### config.mk
export PLATFORM = sky130hd
export DESIGN_NAME = pooled_linked_list_engine_unit
export DESIGN_NICKNAME = d
export VERILOG_FILES = /design/src/rtl/core/pll_pkg.sv /design/src/rtl/core/pll_cell.sv /design/src/rtl/core/pll_cell_row.sv /design/src/rtl/core/pooled_linked_list_engine_unit.sv
export SDC_FILE = /design/constraint.sdc
export NUM_CORES = 1
export LEC_CHECK = 0
export ABC_CLOCK_PERIOD_IN_PS = 6350
export BUFFER_PORTS_ARGS = -buffer_cell sky130_fd_sc_hd__buf_2
export CORE_MARGIN = 10
export CORE_UTILIZATION = 46
export CTS_CLUSTER_SIZE = 14
export DETAILED_ROUTE_END_ITERATION = 6
export PLACE_DENSITY = 0.65
export RECOVER_POWER = 25
export SYNTH_ARGS = -nofsm -noshare
export SYNTH_HDL_FRONTEND = slang
export SYNTH_SLANG_ARGS = --single-unit
export TNS_END_PERCENT = 100
### constraint.sdc
create_clock -name clk -period 6.35 [get_ports clk]
set_input_delay 0.635 -clock clk [delete_from_list [all_inputs] [get_ports clk]]
set_output_delay 0.635 -clock clk [all_outputs]
set_load 0.02 [all_outputs]
### src/rtl/core/pll_pkg.sv
// Shared constants and types for the pooled linked list engine.
`timescale 1ns / 1ps

package pll_pkg;

  // Field widths of the command and response words
  localparam int KindWidth   = 3;
  localparam int PosWidth    = 6;
  localparam int DataWidth   = 32;
  localparam int LenOutWidth = 6;

  // Pool size default and the cap on results of one dump
  localparam int PoolNodesDefault = 32;
  localparam int MaxResults       = 32;

  // Operation codes
  localparam logic [KindWidth-1:0] KindInsert = 3'd0;
  localparam logic [KindWidth-1:0] KindErase  = 3'd1;
  localparam logic [KindWidth-1:0] KindPush   = 3'd2;
  localparam logic [KindWidth-1:0] KindPop    = 3'd3;
  localparam logic [KindWidth-1:0] KindDump   = 3'd4;

  // Write enables that go to every node cell
  typedef struct packed {
    logic next_we;
    logic value_we;
  } wr_en_t;

endpackage

### src/rtl/core/pll_cell.sv
// One pool node: next pointer and value, with a daisy-chained read path.
`timescale 1ns / 1ps

module pll_cell #(
  parameter int POOL_NODES = pll_pkg::PoolNodesDefault,
  parameter int CELL_INDEX = 0,
  parameter int IDX_W      = $clog2(POOL_NODES)
) (
  input  logic                          clk,
  input  logic                          rst,
  input  logic [IDX_W-1:0]              wr_addr,
  input  pll_pkg::wr_en_t               wr_en,
  input  logic [IDX_W-1:0]              next_wdata,
  input  logic [pll_pkg::DataWidth-1:0] value_wdata,
  input  logic [IDX_W-1:0]              rd_addr,
  input  logic [IDX_W-1:0]              next_in,
  input  logic [pll_pkg::DataWidth-1:0] value_in,
  output logic [IDX_W-1:0]              next_out,
  output logic [pll_pkg::DataWidth-1:0] value_out
);

  localparam int NextInit = (CELL_INDEX + 1) % POOL_NODES;

  logic [IDX_W-1:0]              next_ptr;
  logic [pll_pkg::DataWidth-1:0] data;
  logic                          wr_hit;
  logic                          rd_hit;

  assign wr_hit = (wr_addr == IDX_W'(CELL_INDEX));
  assign rd_hit = (rd_addr == IDX_W'(CELL_INDEX));

  // Pointer: reset threads the whole pool into the free list
  always_ff @(posedge clk) begin
    if (rst) begin
      next_ptr <= IDX_W'(NextInit);
    end else if (wr_en.next_we && wr_hit) begin
      next_ptr <= next_wdata;
    end
  end

  // Value: written on insert and push only
  always_ff @(posedge clk) begin
    if (wr_en.value_we && wr_hit) begin
      data <= value_wdata;
    end
  end

  // Merge this node into the read chain when addressed
  assign next_out  = next_in  | (rd_hit ? next_ptr : '0);
  assign value_out = value_in | (rd_hit ? data : '0);

endmodule

### src/rtl/core/pll_cell_row.sv
// Row of node cells forming the pool, read through a chain from cell to cell.
`timescale 1ns / 1ps

module pll_cell_row #(
  parameter int POOL_NODES = pll_pkg::PoolNodesDefault,
  parameter int IDX_W      = $clog2(POOL_NODES)
) (
  input  logic                          clk,
  input  logic                          rst,
  input  logic [IDX_W-1:0]              wr_addr,
  input  pll_pkg::wr_en_t               wr_en,
  input  logic [IDX_W-1:0]              next_wdata,
  input  logic [pll_pkg::DataWidth-1:0] value_wdata,
  input  logic [IDX_W-1:0]              rd_addr,
  output logic [IDX_W-1:0]              rd_next,
  output logic [pll_pkg::DataWidth-1:0] rd_value
);

  logic [IDX_W-1:0]              next_chain  [POOL_NODES+1];
  logic [pll_pkg::DataWidth-1:0] value_chain [POOL_NODES+1];

  // Chain starts empty; the addressed cell drops its word in
  assign next_chain[0]  = '0;
  assign value_chain[0] = '0;

  for (genvar i = 0; i < POOL_NODES; i++) begin : g_node
    pll_cell #(
      .POOL_NODES (POOL_NODES),
      .CELL_INDEX (i),
      .IDX_W      (IDX_W)
    ) u_node (
      .clk         (clk),
      .rst         (rst),
      .wr_addr     (wr_addr),
      .wr_en       (wr_en),
      .next_wdata  (next_wdata),
      .value_wdata (value_wdata),
      .rd_addr     (rd_addr),
      .next_in     (next_chain[i]),
      .value_in    (value_chain[i]),
      .next_out    (next_chain[i+1]),
      .value_out   (value_chain[i+1])
    );
  end

  assign rd_next  = next_chain[POOL_NODES];
  assign rd_value = value_chain[POOL_NODES];

endmodule

### src/rtl/core/pooled_linked_list_engine_unit.sv
// Pooled linked list engine: one singly linked list in a fixed node pool.
// Usage: the command channel (cmd_valid/cmd_stall) carries kind, position and
// value; a word is taken when cmd_valid is high and cmd_stall is low. Kinds are
// insert, erase, push back, pop back and dump. The response channel
// (rsp_valid/rsp_stall) returns ok, item_value, empty_res, last, length_after.
// Every command gives one response word, except a dump of a non-empty list,
// which gives one word per element (at most 32) with last on the final one.
// Timing: one command at a time. The pointer walk takes one hop per cycle
// through the node cell chain.
// Reset (synchronous, active high) empties the list and threads every pool
// node into the free list; node values are undefined until written.
// A stalled response holds in the output register; the engine can take the
// next command while it waits, but does not load a new response until the
// held word is taken.
`timescale 1ns / 1ps

module pooled_linked_list_engine_unit #(
  parameter int POOL_NODES = pll_pkg::PoolNodesDefault
) (
  input  logic                                 clk,
  input  logic                                 rst,
  input  logic                                 cmd_valid,
  output logic                                 cmd_stall,
  input  logic [pll_pkg::KindWidth-1:0]        kind,
  input  logic [pll_pkg::PosWidth-1:0]         position,
  input  logic signed [pll_pkg::DataWidth-1:0] value,
  output logic                                 rsp_valid,
  input  logic                                 rsp_stall,
  output logic                                 ok,
  output logic signed [pll_pkg::DataWidth-1:0] item_value,
  output logic                                 empty_res,
  output logic                                 last,
  output logic [pll_pkg::LenOutWidth-1:0]      length_after
);

  localparam int IDX_W = $clog2(POOL_NODES);
  localparam int LEN_W = $clog2(POOL_NODES + 1);
  localparam int CNT_W = (LEN_W > pll_pkg::PosWidth) ? LEN_W : pll_pkg::PosWidth;
  localparam int HalfNodes = POOL_NODES / 2;

  typedef enum logic [3:0] {
    S_IDLE,
    S_WALK,
    S_INS_TAKE,
    S_INS_LINK,
    S_INS_HOOK,
    S_DEL_HEAD,
    S_DEL_FETCH,
    S_DEL_UNLINK,
    S_DEL_FREE,
    S_DUMP,
    S_RESP
  } state_t;

  state_t                          state;
  logic [pll_pkg::KindWidth-1:0]   kind_r;
  logic [pll_pkg::DataWidth-1:0]   val_r;
  logic                            at_head;
  logic                            ok_r;
  logic                            empty_r;
  logic [IDX_W-1:0]                free_head;
  logic [IDX_W-1:0]                list_head;
  logic [LEN_W-1:0]                list_length;
  logic [IDX_W-1:0]                walk_ptr;
  logic [IDX_W-1:0]                node;
  logic [CNT_W-1:0]                count;

  logic [CNT_W-1:0]                pos_x;
  logic [CNT_W-1:0]                len_x;
  logic                            acc_ok;
  logic                            acc_head;
  logic [CNT_W-1:0]                acc_hops;
  logic                            rsp_free;
  logic                            rsp_load;

  logic [IDX_W-1:0]                rd_addr;
  logic [IDX_W-1:0]                rd_next;
  logic [pll_pkg::DataWidth-1:0]   rd_value;
  logic [IDX_W-1:0]                wr_addr;
  pll_pkg::wr_en_t                 wr_en;
  logic [IDX_W-1:0]                next_wdata;

  // Pick the splice step that follows the pointer walk
  function automatic state_t resume_state(input logic [pll_pkg::KindWidth-1:0] k,
                                          input logic head);
    state_t s;
    case (k) inside
      pll_pkg::KindInsert, pll_pkg::KindPush: s = S_INS_TAKE;
      pll_pkg::KindErase, pll_pkg::KindPop:   s = head ? S_DEL_HEAD : S_DEL_FETCH;
      default:                                s = S_RESP;
    endcase
    return s;
  endfunction

  // Node pool
  pll_cell_row #(
    .POOL_NODES (POOL_NODES),
    .IDX_W      (IDX_W)
  ) u_row (
    .clk         (clk),
    .rst         (rst),
    .wr_addr     (wr_addr),
    .wr_en       (wr_en),
    .next_wdata  (next_wdata),
    .value_wdata (val_r),
    .rd_addr     (rd_addr),
    .rd_next     (rd_next),
    .rd_value    (rd_value)
  );

  assign cmd_stall = (state != S_IDLE);
  assign rsp_free  = !rsp_valid || !rsp_stall;
  assign rsp_load  = rsp_free && ((state == S_DUMP) || (state == S_RESP));

  // Decode the incoming command: legality, head case and walk length
  assign pos_x = CNT_W'(position);
  assign len_x = CNT_W'(list_length);

  always_comb begin
    acc_ok   = 1'b0;
    acc_head = 1'b0;
    acc_hops = '0;
    unique case (kind)
      pll_pkg::KindInsert: begin
        acc_ok   = (len_x < CNT_W'(POOL_NODES)) && (pos_x <= len_x);
        acc_head = (pos_x == '0);
        acc_hops = acc_head ? '0 : pos_x - CNT_W'(1);
      end
      pll_pkg::KindErase: begin
        acc_ok   = (pos_x < len_x);
        acc_head = (pos_x == '0);
        acc_hops = acc_head ? '0 : pos_x - CNT_W'(1);
      end
      pll_pkg::KindPush: begin
        acc_ok   = (len_x < CNT_W'(HalfNodes));
        acc_head = (len_x == '0);
        acc_hops = acc_head ? '0 : len_x - CNT_W'(1);
      end
      pll_pkg::KindPop: begin
        acc_ok   = (len_x != '0);
        acc_head = (len_x == CNT_W'(1));
        acc_hops = (len_x < CNT_W'(2)) ? '0 : len_x - CNT_W'(2);
      end
      pll_pkg::KindDump: begin
        acc_ok   = 1'b1;
        acc_head = (len_x == '0);
        acc_hops = (len_x > CNT_W'(pll_pkg::MaxResults)) ?
                   CNT_W'(pll_pkg::MaxResults) : len_x;
      end
      default: begin
        acc_ok = 1'b0;
      end
    endcase
  end

  // Drive the pool read and write ports from the current step
  always_comb begin
    rd_addr    = walk_ptr;
    wr_addr    = node;
    wr_en      = '0;
    next_wdata = free_head;
    unique case (state)
      S_INS_TAKE: begin
        rd_addr = free_head;
      end
      S_INS_LINK: begin
        wr_addr        = node;
        wr_en.value_we = 1'b1;
        wr_en.next_we  = !((kind_r == pll_pkg::KindPush) && at_head);
        next_wdata     = at_head ? list_head : rd_next;
      end
      S_INS_HOOK: begin
        wr_addr       = walk_ptr;
        wr_en.next_we = 1'b1;
        next_wdata    = node;
      end
      S_DEL_HEAD: begin
        rd_addr       = list_head;
        wr_addr       = list_head;
        wr_en.next_we = 1'b1;
        next_wdata    = free_head;
      end
      S_DEL_UNLINK: begin
        rd_addr       = node;
        wr_addr       = walk_ptr;
        wr_en.next_we = 1'b1;
        next_wdata    = (kind_r == pll_pkg::KindPop) ? '0 : rd_next;
      end
      S_DEL_FREE: begin
        wr_addr       = node;
        wr_en.next_we = 1'b1;
        next_wdata    = free_head;
      end
      default: begin
        rd_addr = walk_ptr;
      end
    endcase
  end

  // Sequencer, list registers and response register
  always_ff @(posedge clk) begin
    if (rst) begin
      state       <= S_IDLE;
      free_head   <= '0;
      list_head   <= '0;
      list_length <= '0;
      rsp_valid   <= 1'b0;
    end else begin
      // drop the response word once taken, unless a new one loads now
      if (!rsp_stall && !rsp_load) begin
        rsp_valid <= 1'b0;
      end

      unique case (state)
        S_IDLE: begin
          if (cmd_valid) begin
            kind_r   <= kind;
            val_r    <= value;
            at_head  <= acc_head;
            ok_r     <= acc_ok;
            empty_r  <= (kind == pll_pkg::KindDump) && acc_head;
            walk_ptr <= list_head;
            count    <= acc_hops;
            if (!acc_ok) begin
              state <= S_RESP;
            end else if (kind == pll_pkg::KindDump) begin
              state <= acc_head ? S_RESP : S_DUMP;
            end else if (acc_hops == '0) begin
              state <= resume_state(kind, acc_head);
            end else begin
              state <= S_WALK;
            end
          end
        end
        S_WALK: begin
          walk_ptr <= rd_next;
          count    <= count - CNT_W'(1);
          if (count == CNT_W'(1)) begin
            state <= resume_state(kind_r, at_head);
          end
        end
        S_INS_TAKE: begin
          node      <= free_head;
          free_head <= rd_next;
          state     <= S_INS_LINK;
        end
        S_INS_LINK: begin
          if (at_head) begin
            list_head   <= node;
            list_length <= list_length + LEN_W'(1);
            state       <= S_RESP;
          end else begin
            state <= S_INS_HOOK;
          end
        end
        S_INS_HOOK: begin
          list_length <= list_length + LEN_W'(1);
          state       <= S_RESP;
        end
        S_DEL_HEAD: begin
          free_head   <= list_head;
          list_head   <= (kind_r == pll_pkg::KindErase) ? rd_next : '0;
          list_length <= list_length - LEN_W'(1);
          state       <= S_RESP;
        end
        S_DEL_FETCH: begin
          node  <= rd_next;
          state <= S_DEL_UNLINK;
        end
        S_DEL_UNLINK: begin
          state <= S_DEL_FREE;
        end
        S_DEL_FREE: begin
          free_head   <= node;
          list_length <= list_length - LEN_W'(1);
          state       <= S_RESP;
        end
        S_DUMP: begin
          // emit one element per free response slot
          if (rsp_free) begin
            rsp_valid    <= 1'b1;
            ok           <= 1'b1;
            item_value   <= rd_value;
            empty_res    <= 1'b0;
            last         <= (count == CNT_W'(1));
            length_after <= pll_pkg::LenOutWidth'(list_length);
            walk_ptr     <= rd_next;
            count        <= count - CNT_W'(1);
            if (count == CNT_W'(1)) begin
              state <= S_IDLE;
            end
          end
        end
        S_RESP: begin
          if (rsp_free) begin
            rsp_valid    <= 1'b1;
            ok           <= ok_r;
            item_value   <= '0;
            empty_res    <= empty_r;
            last         <= 1'b1;
            length_after <= pll_pkg::LenOutWidth'(list_length);
            state        <= S_IDLE;
          end
        end
        default: begin
          state <= S_IDLE;
        end
      endcase
    end
  end

  // Length never exceeds the pool
  a_len_bound: assert property (@(posedge clk) disable iff (rst)
    list_length <= LEN_W'(POOL_NODES))
    else $error("list length beyond pool size");

  // A walk always has hops left to take
  a_walk_count: assert property (@(posedge clk) disable iff (rst)
    state == S_WALK |-> count != '0)
    else $error("pointer walk with zero hop count");

  // Length only moves while a command is in flight
  a_idle_len: assert property (@(posedge clk) disable iff (rst)
    state == S_IDLE |=> $stable(list_length))
    else $error("list length changed while idle");

  // Free list and list never share their head node while idle with a list neither empty nor full
  a_heads_apart: assert property (@(posedge clk) disable iff (rst)
    (state == S_IDLE && list_length != '0 && list_length != LEN_W'(POOL_NODES))
      |-> free_head != list_head)
    else $error("free head and list head coincide");

endmodule

==> flow_summary.yaml <==
run_status:
  status: "finished, violations left"
  violations: "DRC"
worst_setup_path:
  arrival_ns: 5.88
  max_stage_delay_ns: 0.98
  path_cells: "nand3b_1 > o22a_1 > and3_1 > a222oi_1 > o211a_1 > nand4_1 > or3_1 > nand2_1 > o21ai_0"
  crit_path_end_kind: "register"
  required_ns: 7.01
  crit_type: "register to register"
  crit_family: "simple AND/OR/NAND/NOR gates"
  worst-path-max-fanout: 24
  crit_buf_inv: 0
  cp-start-kind: "register"
  cpMaxStageDelayCell: "and3_1"
global_route:
  grt_max_degree: 93
  track_usage_pct: 28.2
  grt-busiest-layer: "met2"
  grt_util_met3_pct: 6.26
  globalRouteMet1Util_pct: 38.9
  antenna_found_initial: 2
  overflow: 0
  grt_pass1_wl_um: 248000
  first_global_vias: 32300
  met2_usage_pct: 43.6
finish:
  final_common_cell: "edfxtp_1"
  drive_above_1_share_pct: 14.5
  finalNetCount: 3592
  fin_area_um2: 57300
  final_cell_mix: "1119 x edfxtp_1, 301 x a22oi_1, 206 x nand2_1"
  multi_input_comb_area_um2: 12500
  syn_to_final_growth_pct: 13.8
  seqCellArea_um2: 37200
  fillCellCount: 8837
timing:
  finalCriticalPeriod_ns: 5.21
  tns_ns: 0
  skew_ns: 0.0274
  hold_violations: 0
  slew_violations: 0
  slew_headroom_pct: 7.53
  finalSetupViolCount: 0
  fin_crit_sh_pct: 82.1
  worst_slew_pin_slew_ns: 1.38
  timing.fmax_mhz: 192
  rsz0062_at_grt: "no"
cts:
  hold_buffers: 0
  cts_sinks: 1300
  cts_setup_buffers: 0
  cts_tree: "built"
  cts-root-buf: "clkbuf_16"
  cts.htree.levels: 4
  clk_pin_slew_ns: 0.06
  cts.path.max_buffers: 3
  ctsResizeCount: 0
  clkLatencyLatePin_ns: 0.76
  cts-buffers-inserted: 135
place:
  post_dp_cell_area_um2: 53200
  place_congestion: 1.01
  io_buffers: 87
  dp_hpwl_um: 101000
route:
  dr.pass1.iters: 7
  drt_iter0_drc: 6031
  antenna_left: 0
  wl_per_cell_um: 35.1
  routed_wl_um: 177000
  route.detailed.drc: 1
  viasPerCell: 6.82
  vias: 34400
yosys:
  synth_area_leaders: "edfxtp_1 67%, dfxtp_1 7.2%, a22oi_1 4.5%, nand2_1 1.5%, a21oi_1 1.4%"
  syn_inst: 3393
  synth_nets: 3454
  ys_seq_elements: 1300
  syn-mean-instance-area_um2: 14.8
  synth.distinct_cells: 93
  syn_area_um2: 50400
  synth_top_area_share_pct: 66.7
  async_reset_ff_share_pct: 0
  synth_edf_count: 1119
  synth-seq-area-share_pct: 73.9
  ys.flop_type: "edfxtp_1"
  synth_top_cell_by_area: "edfxtp_1"
  ys_warn_count: 0
floorplanning:
  die_h_um: 351
  ioPinCount: 88
  die_w_um: 351
  core_um2: 109000
  initial_core_util_pct: 46.3
  dieArea_um2: 123000
  rows: 121
power_and_ir_drop:
  power.density_nw_per_um2: 417
  irDropWorstVdd_v: 0.000287
  p_leak_nw: 18.2
  total_power_mw: 23.9
min_path:
  hold_class: "input pin to register"
run:
  drv_cap: 0
==> state kept, by name, summed over array words and instances, names as in the netlist, 3 cells and up <==
signal,cells
list_head,5
u_row.g_node.u_node.next_ptr,160
val_r,32
free_head,5
kind_r,3
node,5
u_row.g_node.u_node.data,1024
len_x,6
count,6
state,4
length_after,6
walk_ptr,5
item_value,32
==> kinds of logic after synthesis <==
group	after synthesis	share of synthesized area (%)
AOI/OAI and AO/OA	986	14.4
xor gates and xnor gates	12	0.209
adders and majority gates	16	0.397
buffers and inverters	240	2.15
DFF	1300	73.9
muxes	72	1.47
and+or+nand+nor	767	7.46
==> layout make-up <==
class | instances | share of cell area, %
inverters | 22 | 0.144
multi-input cells | 1853 | 21.8
clock buffers | 183 | 6.36
repair buffers | 219 | 2.81
flip-flops and latches | 1300 | 65.0
clock inverters | 58 | 0.823
diodes | 2 | 0.00873
well taps | 1414 | 3.09
==> cell usage after synthesis (all sizes together), types with 28 or more instances <==
library cell / number
nor2: 156
o211ai: 29
a22o: 72
nand2: 208
a21oi: 145
o21ai: 123
nor4: 28
nand4: 85
a222oi: 53
dfxtp: 181
a221oi: 75
clkbuf: 126
nand3: 126
a22oi: 301
nor3: 73
buf: 92
edfxtp: 1119
mux2i: 55
o22ai: 56
==> metal layers <==
layer	up-vias	part of all wire, %
met5	-	0
met4	0	3.9
met3	436	13
met2	2616	46
met1	17300	38
li1	14100	-
==> path summary, 6_finish.rpt <==
kind | startpoint | to | slack, ns | cells after the start
max reg2reg | state[3]$_SDFFE_PP0P_ | u_row.g_node[11].u_node.next_ptr[2]$_SDFFE_PP1P_ | 1.14 | 9
max | state[3]$_SDFFE_PP0P_ | u_row.g_node[11].u_node.next_ptr[2]$_SDFFE_PP1P_ | 1.14 | 9
min reg2reg | u_row.g_node[20].u_node.next_ptr[3]$_SDFFE_PP0P_ | u_row.g_node[20].u_node.next_ptr[3]$_SDFFE_PP0P_ | 0.46 | 2
min | value[16] | val_r[16]$_DFFE_PP_ | 0.04 | 1
==> stage by stage <==
stage / hold WS (ns) / worst slack, ns / util [%] / cells
6_report: 0.0414 / 1.14 / 52.7 / 5051
5_1_grt: 0.0286 / 0.958 / 52.6 / 5050
2_1_floorplan: 0.430 / 1.58 / - / 3393
4_1_cts: 0.00563 / 1.29 / 52.7 / 5049
3_3_place_gp: 0.441 / 1.43 / 48.9 / 4808
3_5_place_dp: 0.446 / 1.32 / 48.9 / 4808
==> power by group <==
group / switching, mW / leakage [nW] / internal, mW
logic: 4.34 / 4.68 / 1.88
clock network: 3.36 / 1.99 / 4.11
registers: 0.428 / 11.5 / 9.78
Note: power is estimated with default switching activity, not from simulation.
